**src/rtl/plm_pkg.sv**
```systemverilog
// ---------------------------------------------------------------------------
// plm_pkg: shared types and constants for the piecewise linear map
// Point widths, table sizes, register indexes and the stage payload structs.
// ---------------------------------------------------------------------------
package plm_pkg;

  localparam int POINT_W    = 16;
  localparam int MAX_POINTS = 12;
  localparam int NUM_REGS   = 6;
  localparam int CFG_IDX_W  = 3;
  localparam int CFG_DATA_W = 64;
  localparam int K_W        = 4;
  localparam int PROD_W     = 2 * POINT_W;

  // register indexes: three words of input points, then three of output points
  localparam logic [CFG_IDX_W-1:0] REG_IN_0_3  = 3'd0;
  localparam logic [CFG_IDX_W-1:0] REG_OUT_0_3 = 3'd3;

  // quotient bits resolved per divider stage
  localparam int DIV_STEPS  = 4;
  localparam int DIV_STAGES = POINT_W / DIV_STEPS;

  typedef logic [MAX_POINTS-1:0][POINT_W-1:0] point_arr_t;

  typedef enum logic [1:0] {
    SEL_INTERP = 2'd0,
    SEL_FIRST  = 2'd1,
    SEL_LAST   = 2'd2
  } sel_t;

  typedef struct packed {
    logic [POINT_W-1:0] value;
    logic [K_W-1:0]     k;
    sel_t               sel;
    logic               incr;
  } bracket_t;

  typedef struct packed {
    logic [POINT_W-1:0] dv;
    logic [POINT_W-1:0] di;
    logic [POINT_W-1:0] dout;
    logic               neg;
    logic [POINT_W-1:0] base;
  } operand_t;

  typedef struct packed {
    logic [POINT_W-1:0] rem;
    logic [POINT_W-1:0] low;
    logic [POINT_W-1:0] quo;
    logic [POINT_W-1:0] di;
    logic               neg;
    logic [POINT_W-1:0] base;
  } div_t;

endpackage

```
**src/rtl/piecewise_linear_map.sv**
```systemverilog
// ---------------------------------------------------------------------------
// piecewise_linear_map: piecewise linear interpolation through a point table
// Maps a 16-bit reading through MAP_SIZE configured breakpoint pairs.
// ---------------------------------------------------------------------------
// Each reading flows through an eight-stage pipeline: bin search, operand
// fetch, 16x16 multiply, four divider stages of four quotient bits each, and
// the final add, each registered. One reading is accepted per clock while the
// output is not stalled; a stall at the output holds only the stages that are
// full, so empty stages still fill. The breakpoint tables are six 64-bit
// registers written through the cfg port, four 16-bit points to a word, and
// they must be written only while no reading is in flight. Below an
// increasing table, or above a decreasing one, the result is the first output
// point; with no bracketing bin it is the last.
module piecewise_linear_map #(
  parameter int MAP_SIZE = 9
) (
  input  logic                             clk,
  input  logic                             rst,
  input  logic                             value_valid,
  output logic                             value_ready,
  input  logic [plm_pkg::POINT_W-1:0]      value,
  output logic                             mapped_valid,
  input  logic                             mapped_ready,
  output logic [plm_pkg::POINT_W-1:0]      mapped,
  input  logic                             cfg_valid,
  output logic                             cfg_ready,
  input  logic [plm_pkg::CFG_IDX_W-1:0]    cfg_index,
  input  logic [plm_pkg::CFG_DATA_W-1:0]   cfg_data
);

  localparam int NDIV = plm_pkg::DIV_STAGES;

  logic [plm_pkg::CFG_DATA_W-1:0] cfg_regs [plm_pkg::NUM_REGS];
  plm_pkg::point_arr_t            in_pts;
  plm_pkg::point_arr_t            out_pts;

  logic              br_valid;
  plm_pkg::bracket_t br_data;
  logic              op_valid;
  plm_pkg::operand_t op_data;

  // index 0 is the multiply register, 1..NDIV the divider stages
  logic [NDIV:0]     div_valid;
  plm_pkg::div_t     div_data [NDIV+1];
  plm_pkg::div_t     mul_next;
  logic              mul_valid;
  plm_pkg::div_t     mul_data;
  logic [plm_pkg::PROD_W-1:0] prod;

  logic              ready_out;
  logic [NDIV:0]     div_ready;
  logic              op_ready;
  logic              br_ready;
  logic [plm_pkg::POINT_W-1:0] mapped_next;

  // configuration registers
  assign cfg_ready = 1'b1;

  always_ff @(posedge clk) begin
    if (rst) begin
      for (int i = 0; i < plm_pkg::NUM_REGS; i++) begin
        cfg_regs[i] <= '0;
      end
    end else if (cfg_valid && cfg_index < plm_pkg::CFG_IDX_W'(plm_pkg::NUM_REGS)) begin
      cfg_regs[cfg_index] <= cfg_data;
    end
  end

  for (genvar j = 0; j < plm_pkg::MAX_POINTS; j++) begin : g_unpack
    assign in_pts[j]  = cfg_regs[int'(plm_pkg::REG_IN_0_3) + j / 4]
                                [(j % 4) * plm_pkg::POINT_W +: plm_pkg::POINT_W];
    assign out_pts[j] = cfg_regs[int'(plm_pkg::REG_OUT_0_3) + j / 4]
                                [(j % 4) * plm_pkg::POINT_W +: plm_pkg::POINT_W];
  end

  // stage ready chain: a stage takes new data when empty or moving on
  assign ready_out = !mapped_valid || mapped_ready;
  for (genvar g = 0; g <= NDIV; g++) begin : g_ready
    if (g == NDIV) begin : g_last
      assign div_ready[g] = !div_valid[g] || ready_out;
    end else begin : g_mid
      assign div_ready[g] = !div_valid[g] || div_ready[g+1];
    end
  end
  assign op_ready    = !op_valid || div_ready[0];
  assign br_ready    = !br_valid || op_ready;
  assign value_ready = br_ready;

  plm_bracket #(
    .MAP_SIZE (MAP_SIZE)
  ) u_bracket (
    .clk      (clk),
    .rst      (rst),
    .load     (br_ready),
    .valid_in (value_valid),
    .value    (value),
    .in_pts   (in_pts),
    .valid    (br_valid),
    .data     (br_data)
  );

  plm_diff #(
    .MAP_SIZE (MAP_SIZE)
  ) u_diff (
    .clk      (clk),
    .rst      (rst),
    .load     (op_ready),
    .valid_in (br_valid),
    .br       (br_data),
    .in_pts   (in_pts),
    .out_pts  (out_pts),
    .valid    (op_valid),
    .data     (op_data)
  );

  // multiply stage: product of magnitudes, below di * 2^16
  always_comb begin
    prod          = {{plm_pkg::POINT_W{1'b0}}, op_data.dv}
                  * {{plm_pkg::POINT_W{1'b0}}, op_data.dout};
    mul_next.rem  = prod[plm_pkg::PROD_W-1:plm_pkg::POINT_W];
    mul_next.low  = prod[plm_pkg::POINT_W-1:0];
    mul_next.quo  = '0;
    mul_next.di   = op_data.di;
    mul_next.neg  = op_data.neg;
    mul_next.base = op_data.base;
  end

  always_ff @(posedge clk) begin
    if (rst) begin
      mul_valid <= 1'b0;
    end else if (div_ready[0]) begin
      mul_valid <= op_valid;
    end
  end

  always_ff @(posedge clk) begin
    if (div_ready[0]) begin
      mul_data <= mul_next;
    end
  end

  assign div_valid[0] = mul_valid;
  assign div_data[0]  = mul_data;

  for (genvar g = 0; g < NDIV; g++) begin : g_div
    plm_div_stage #(
      .STEPS (plm_pkg::DIV_STEPS)
    ) u_div_stage (
      .clk      (clk),
      .rst      (rst),
      .load     (div_ready[g+1]),
      .valid_in (div_valid[g]),
      .d_in     (div_data[g]),
      .valid    (div_valid[g+1]),
      .data     (div_data[g+1])
    );
  end

  // output stage: apply the slope sign to the truncated quotient
  assign mapped_next = div_data[NDIV].neg ? (div_data[NDIV].base - div_data[NDIV].quo)
                                          : (div_data[NDIV].base + div_data[NDIV].quo);

  always_ff @(posedge clk) begin
    if (rst) begin
      mapped_valid <= 1'b0;
    end else if (ready_out) begin
      mapped_valid <= div_valid[NDIV];
    end
  end

  always_ff @(posedge clk) begin
    if (ready_out) begin
      mapped <= mapped_next;
    end
  end

endmodule

```
**src/rtl/plm_bracket.sv**
```systemverilog
// ---------------------------------------------------------------------------
// plm_bracket: direction test and bin search
// Compares the value against every breakpoint in parallel and registers the
// first bracketing bin, or which end point to clamp to.
// ---------------------------------------------------------------------------
module plm_bracket #(
  parameter int MAP_SIZE = 9
) (
  input  logic                                clk,
  input  logic                                rst,
  input  logic                                load,
  input  logic                                valid_in,
  input  logic [plm_pkg::POINT_W-1:0]         value,
  input  plm_pkg::point_arr_t                 in_pts,
  output logic                                valid,
  output plm_pkg::bracket_t                   data
);

  localparam int LAST = MAP_SIZE - 1;

  plm_pkg::bracket_t data_next;
  logic              incr;
  logic              below;
  logic              hit;
  logic              found;
  logic [plm_pkg::K_W-1:0] k;

  always_comb begin
    incr  = in_pts[LAST] > in_pts[0];
    below = incr ? (value < in_pts[0]) : (value > in_pts[0]);
    hit   = 1'b0;
    found = 1'b0;
    k     = '0;
    // walk downward so the lowest matching bin wins
    for (int j = LAST - 1; j >= 0; j--) begin
      hit = incr ? (value >= in_pts[j] && value < in_pts[j+1])
                 : (value < in_pts[j] && value >= in_pts[j+1]);
      if (hit) begin
        found = 1'b1;
        k     = plm_pkg::K_W'(j);
      end
    end
    data_next.value = value;
    data_next.k     = k;
    data_next.incr  = incr;
    if (below) begin
      data_next.sel = plm_pkg::SEL_FIRST;
    end else if (found) begin
      data_next.sel = plm_pkg::SEL_INTERP;
    end else begin
      data_next.sel = plm_pkg::SEL_LAST;
    end
  end

  always_ff @(posedge clk) begin
    if (rst) begin
      valid <= 1'b0;
    end else if (load) begin
      valid <= valid_in;
    end
  end

  always_ff @(posedge clk) begin
    if (load) begin
      data <= data_next;
    end
  end

endmodule

```
**src/rtl/plm_diff.sv**
```systemverilog
// ---------------------------------------------------------------------------
// plm_diff: bin operand fetch
// Picks the two points of the chosen bin and forms the distance magnitudes,
// the output slope sign and the base value; clamps become a zero offset.
// ---------------------------------------------------------------------------
module plm_diff #(
  parameter int MAP_SIZE = 9
) (
  input  logic                 clk,
  input  logic                 rst,
  input  logic                 load,
  input  logic                 valid_in,
  input  plm_pkg::bracket_t    br,
  input  plm_pkg::point_arr_t  in_pts,
  input  plm_pkg::point_arr_t  out_pts,
  output logic                 valid,
  output plm_pkg::operand_t    data
);

  localparam int LAST = MAP_SIZE - 1;

  plm_pkg::operand_t          data_next;
  logic [plm_pkg::K_W-1:0]     kn;
  logic [plm_pkg::POINT_W-1:0] a;
  logic [plm_pkg::POINT_W-1:0] b;
  logic [plm_pkg::POINT_W-1:0] oa;
  logic [plm_pkg::POINT_W-1:0] ob;

  always_comb begin
    kn = br.k + plm_pkg::K_W'(1);
    a  = in_pts[br.k];
    b  = in_pts[kn];
    oa = out_pts[br.k];
    ob = out_pts[kn];
    // clamp cases: zero offset, unit divisor
    data_next.dv   = '0;
    data_next.di   = plm_pkg::POINT_W'(1);
    data_next.dout = '0;
    data_next.neg  = 1'b0;
    data_next.base = out_pts[LAST];
    case (br.sel)
      plm_pkg::SEL_INTERP: begin
        // both distances share a sign, so work on magnitudes
        data_next.dv   = br.incr ? (br.value - a) : (a - br.value);
        data_next.di   = br.incr ? (b - a) : (a - b);
        data_next.neg  = ob < oa;
        data_next.dout = (ob < oa) ? (oa - ob) : (ob - oa);
        data_next.base = oa;
      end
      plm_pkg::SEL_FIRST: begin
        data_next.base = out_pts[0];
      end
      plm_pkg::SEL_LAST: begin
        data_next.base = out_pts[LAST];
      end
      default: begin
        data_next.base = out_pts[LAST];
      end
    endcase
  end

  always_ff @(posedge clk) begin
    if (rst) begin
      valid <= 1'b0;
    end else if (load) begin
      valid <= valid_in;
    end
  end

  always_ff @(posedge clk) begin
    if (load) begin
      data <= data_next;
    end
  end

endmodule

```
**src/rtl/plm_div_stage.sv**
```systemverilog
// ---------------------------------------------------------------------------
// plm_div_stage: one stage of the restoring divider
// Resolves STEPS quotient bits of the unsigned product divided by the bin
// width and registers the partial remainder and quotient.
// ---------------------------------------------------------------------------
module plm_div_stage #(
  parameter int STEPS = 4
) (
  input  logic          clk,
  input  logic          rst,
  input  logic          load,
  input  logic          valid_in,
  input  plm_pkg::div_t d_in,
  output logic          valid,
  output plm_pkg::div_t data
);

  plm_pkg::div_t                 w;
  logic [plm_pkg::POINT_W:0]     t;
  logic [plm_pkg::POINT_W:0]     sub;

  always_comb begin
    w   = d_in;
    t   = '0;
    sub = '0;
    for (int s = 0; s < STEPS; s++) begin
      t   = {w.rem, w.low[plm_pkg::POINT_W-1]};
      sub = t - {1'b0, w.di};
      // remainder stays below the divisor, so it fits back in POINT_W bits
      if (t >= {1'b0, w.di}) begin
        w.rem = sub[plm_pkg::POINT_W-1:0];
        w.quo = {w.quo[plm_pkg::POINT_W-2:0], 1'b1};
      end else begin
        w.rem = t[plm_pkg::POINT_W-1:0];
        w.quo = {w.quo[plm_pkg::POINT_W-2:0], 1'b0};
      end
      w.low = {w.low[plm_pkg::POINT_W-2:0], 1'b0};
    end
  end

  always_ff @(posedge clk) begin
    if (rst) begin
      valid <= 1'b0;
    end else if (load) begin
      valid <= valid_in;
    end
  end

  always_ff @(posedge clk) begin
    if (load) begin
      data <= w;
    end
  end

endmodule

```
**config.mk**
```make
export PLATFORM = sky130hd
export DESIGN_NAME = piecewise_linear_map
export DESIGN_NICKNAME = d
export VERILOG_FILES = /design/src/rtl/plm_pkg.sv /design/src/rtl/piecewise_linear_map.sv /design/src/rtl/plm_bracket.sv /design/src/rtl/plm_diff.sv /design/src/rtl/plm_div_stage.sv
export SDC_FILE = /design/constraint.sdc
export NUM_CORES = 2
export LEC_CHECK = 0
export BUFFER_PORTS_ARGS = -buffer_cell sky130_fd_sc_hd__buf_2
export CAP_MARGIN = 5
export CORE_MARGIN = 4
export CORE_UTILIZATION = 35
export DETAILED_ROUTE_END_ITERATION = 10
export GPL_ROUTABILITY_DRIVEN = 0
export PLACE_DENSITY = 0.46
export SKIP_CTS_REPAIR_TIMING = 1
export SLEW_MARGIN = 0
export SYNTH_ARGS = -nofsm -noshare
export SYNTH_HDL_FRONTEND = slang
export SYNTH_HIERARCHICAL = 1
export SYNTH_SLANG_ARGS = --single-unit
export TNS_END_PERCENT = 30
```
**constraint.sdc**
```tcl
create_clock -name clk -period 13.3 [get_ports clk]
set_clock_uncertainty 0.2 [all_clocks]
set_input_delay 3.99 -clock clk [delete_from_list [all_inputs] [get_ports clk]]
set_output_delay 3.99 -clock clk [all_outputs]
set_load 0.05 [all_outputs]
```
After elaboration in Yosys (flattened, before gate mapping):

Memories as Yosys holds them, arrays and structs flattened.
Cells that the tools add are included.
Widths: inputs -> output; s select.

* add/sub/neg operators: 24
* multiply operators: 1
* magnitude comparators: 40
* equality and inequality tests: 1
* mux-type cells: 77
* reductions and logical operators: 38

Operator list (count)
* $mux 16: 23
* $sub 16x16->16: 22
* $ge 17x16->1: 16
* $bmux 16 s4: 4
* $lt 16x16->1: 10
* $ge 16x16->1: 9
* $mux 64: 1
* $reduce_or 64->1: 1
* $mux 1: 40
* $gt 16x16->1: 2
* $mul 16x16->32: 1
* $pmux 16 s2: 1
* $logic_and 1x1->1: 17
* $add 16x16->16: 1
* $mux 3: 5
* $lt 4x5->1 const B: 2
* $logic_not 1->1: 8
* $logic_or 1x1->1: 8
* $reduce_or 7->1: 1
* $mux 2: 3
* $add 4x1->4 const B: 1
* $reduce_or 4->1: 1
* $lt 3x3->1 const B: 1
* $eq 2x1->1 const B: 1
* 2 further kinds: 2

* register bits after elaboration: 405
* memory bits (writable): 384
* input bits: 88
* output and inout port bits: 19
* word-level logic and storage cells: 229
* memories: 1

Memories
* cfg_regs: words 6, width 64, rd ports 6, clocked after memory_dff 0, wr ports 6, RTL line piecewise_linear_map.sv:33 `logic [plm_pkg::CFG_DATA_W-1:0] cfg_regs [plm_pkg::NUM_REGS];`

Logic depth before layout (Yosys ltp):

An unclocked memory read counts as a cell.

* depth after elaboration: 13
* mapped depth: 49
* mapped depth without buffers: 42

Modules after synthesis:

Netlist, hierarchy kept.

Modules (own cells, without submodules)
* piecewise_linear_map: instances 1, cells an instance 2125, area each 25720.9 sq um, seq. area each 14003.4 sq um
* plm_diff: instances 1, cells an instance 1343, area each 13421.6 sq um, seq. area each 1971.9 sq um
* plm_div_stage at g_div[3].u_div_stage: instances 1, cells an instance 649, area each 6442.4 sq um, seq. area each 2332.2 sq um
* plm_div_stage at g_div[2].u_div_stage: instances 1, cells an instance 651, area each 6391.1 sq um, seq. area each 2332.2 sq um
* plm_div_stage at g_div[1].u_div_stage: instances 1, cells an instance 596, area each 6273.5 sq um, seq. area each 2332.2 sq um
* plm_div_stage at g_div[0].u_div_stage: instances 1, cells an instance 588, area each 6173.4 sq um, seq. area each 2332.2 sq um
* plm_bracket: instances 1, cells an instance 626, area each 5024.8 sq um, seq. area each 680.7 sq um

Least setup slack after synthesis:

Ideal clock, no wire load.

* path kind: input port to output port
* start: input mapped_ready
* end: output value_ready
* data arrival time: 7878 ps
* data required time: 9110 ps
* slack: 1232 ps
* stages: 5
* path buffers: 0
* cell sequence: nor2b_1 -> nand3_1 -> nor2_1 -> and3_1 -> nand3_1

* cells in the longest elaborated chain, start to end: 8

RTL lines
* from (decl): RTL line piecewise_linear_map.sv:23 `input logic mapped_ready,`
* $logic_or 1x1->1: RTL line piecewise_linear_map.sv:77 `assign ready_out = !mapped_valid || mapped_ready;`
* $logic_or 1x1->1: RTL line piecewise_linear_map.sv:80 `assign div_ready[g] = !div_valid[g] || ready_out;`
* $logic_or 1x1->1: RTL line piecewise_linear_map.sv:82 `assign div_ready[g] = !div_valid[g] || div_ready[g+1];`
* named net div_ready[3]: RTL line piecewise_linear_map.sv:51 `logic [NDIV:0] div_ready;`
* $logic_or 1x1->1 (3 in a row): RTL line piecewise_linear_map.sv:82
* $logic_or 1x1->1: RTL line piecewise_linear_map.sv:85 `assign op_ready = !op_valid || div_ready[0];`
* $logic_or 1x1->1: RTL line piecewise_linear_map.sv:86 `assign br_ready = !br_valid || op_ready;`
* to (decl): RTL line piecewise_linear_map.sv:20 `output logic value_ready,`

The timed path passes the listed nets, and every way through them passes these cells.

==> metrics.md <==
| Metric | Value |
|---|---|
| Status | `complete, but fails checks` |
| Violated checks | `max-slew violations` |
| Final Cycle Share | `between 90 and 100%` |
| Total negative slack | `0 ns` |
| Drt drc | `0` |
| Crit end category | `flop` |
| Critical-path top delay cell | `o21a_1` |
| Final Util | `between 30% and 40%` |
| Gr usage total | `between 20% and 30%` |
| Final setup viols | `0` |
| Antenna Nets Post-Route | `0` |
| WL/cell | `23.5 µm` |
| Critical path's most frequent cell | `ha_1` |
| Fillers | `around 19000` |
| Most frequent cells in the layout | `edfxtp_1 (780), inv_1 (722), ha_1 (637)` |
| Die Footprint | `0.196 mm²` |
| Rows | `between 150 and 200` |
| Final hold vios | `0` |
| Clk Latency, worst-skew pair | `0.75 ns` |
| Synth Warn # | `6` |
| Layout cell share with drive strength beyond 1 | `between 10% and 20%` |
| Most Used Layer, Global Route | `met2` |
| CTS buffer count | `about 90` |
| Final nets | `~7300` |
| Post-DP HPWL | `162000 µm` |
| Highest clock rate | `between 0.08 and 0.09 GHz` |
| Reg clk slew, reported paths | `about 0.06 ns` |
| Commonest non-fill, non-tap cell in the layout | `edfxtp_1` |
| Total routed wirelength | `between 200000 and 250000 µm` |
| Startpoint types | `flop` |
| Grt met3 use | `a little over 2%` |
| Post-Syn Area | `between 0.06 and 0.07 mm²` |
| First-pass GRT wire length | `315000 µm` |
| Slew headroom | `-74.7%` |
| Max clock buf depth | `3` |
| Worst Hold Class | `flop to flop` |
| DIE WIDTH | `roughly 440 µm` |
| Initial Util | `a little over a third` |
| Drt first-iter violations | `~3500` |
| Clock Tree Root | `clkbuf_16` |
| Grt met2 use | `37.4%` |
| # port buffers | `approximately 110` |
| RSZ-0062 raised after global routing | `no` |
| Post-layout min period | `between 10 and 15 ns` |
| Crit path arrival time | `around 12 ns` |
| CTS tree | `yes` |
| Clock Sinks | `roughly 800` |
| Syn avg cell area | `between 10 and 15 µm²` |
| First-pass DRT Iterations | `6` |
| Pin count of the biggest net entering global routing | `103` |
| Vias in the first global route | `between 40000 and 50000` |
| Worst-margin pin slew | `around 2.6 ns` |
| Maxcap violations | `0` |
| Vias per inst | `about 5.5` |
| Maximum fanout along the worst path | `16` |
| WP data required | `13.56 ns` |
| Initial antenna violation count | `25` |
| Synthesized instance count | `~6400` |
| Vias | `a little under 50000` |
| Grt met1 use | `between 20 and 30%` |
| Max-slew violations | `32` |
| WS Path Type | `flop to flop` |
| # IOs | `approximately 110` |
| Max stage delay on crit path | `roughly 0.70 ns` |
| GR Overflow Total | `0` |
| Core Box Area | `roughly 0.19 mm²` |
| H-tree levels | `3` |
| Post-Syn Nets | `~7300` |
| Die height | `443 µm` |
| Syn-to-layout area delta | `9.15%` |
==> critical path: cells and delay by family (launching register included) <==
kind	cells	cell delay, ns
buf+inv	4	0.73
mux	4	1.60
fa+ha+maj	4	1.37
simple gates	6	1.59
compound gates	20	5.85
flops	1	0.38
==> final cells by class <==
cell class	instances	area, µm²	share of cell area [%]
timing repair buffer	153	898	1.24
sequential	788	23600	32.6
inverter	732	2760	3.81
clock buffer	109	2390	3.30
tap	2495	3120	4.31
clock inverter	58	581	0.802
antenna	6	15.0	0.0207
multi-input combinational	4639	39000	53.9
==> stage by stage <==
step / cell area (µm²) / cells / worst slack, ns / hold slack [ns]
6_report: 72400 / 8980 / 1.30 / 0.190
5_1_grt: 72400 / 8979 / 0.621 / 0.209
4_1_cts: 72400 / 8974 / 1.47 / 0.185
3_5_place_dp: 69400 / 8807 / 1.51 / 0.205
3_3_place_gp: 69400 / 8807 / 1.62 / 0.201
2_1_floorplan: 66300 / 6394 / 1.57 / 0.200
==> per-layer routing <==
metal / routed length (µm) / up-vias / part of all wire [%]
li1: - / 23100 / -
met1: 90300 / 24500 / 43
met2: 106000 / 1106 / 50
met3: 6940 / 275 / 3.3
met4: 7450 / 0 / 3.5
met5: 0 / - / 0
==> state kept, by name, indices dropped and copies added, names as in the netlist, 4 cells and up <==
signal and flops:
cfg_regs 384, g_div.u_div_stage/data 228, div_data 65, u_diff/data 65, u_bracket/data 22, mapped 16
g_div.u_div_stage/valid 4
==> worst paths after layout <==
| path | startpoint | endpoint | slack [ns] | depth (start not counted) |
|---|---|---|---|---|
| worst max-delay path | g_div[0].u_div_stage/data[23]$_DFFE_PP_ | g_div[1].u_div_stage/data[74]$_DFFE_PP_ | 1.30 | 38 |
| worst min-delay path | div_data[375]$_DFFE_PP_ | g_div[0].u_div_stage/data[55]$_DFFE_PP_ | 0.19 | 0 |
| worst max register to register | g_div[0].u_div_stage/data[23]$_DFFE_PP_ | g_div[1].u_div_stage/data[74]$_DFFE_PP_ | 1.30 | 38 |
| worst min register to register | div_data[375]$_DFFE_PP_ | g_div[0].u_div_stage/data[55]$_DFFE_PP_ | 0.19 | 0 |
Power is left out: the tool's default activity adds up to more than one toggle a clock period on the data nets, which glitch-free logic cannot reach.
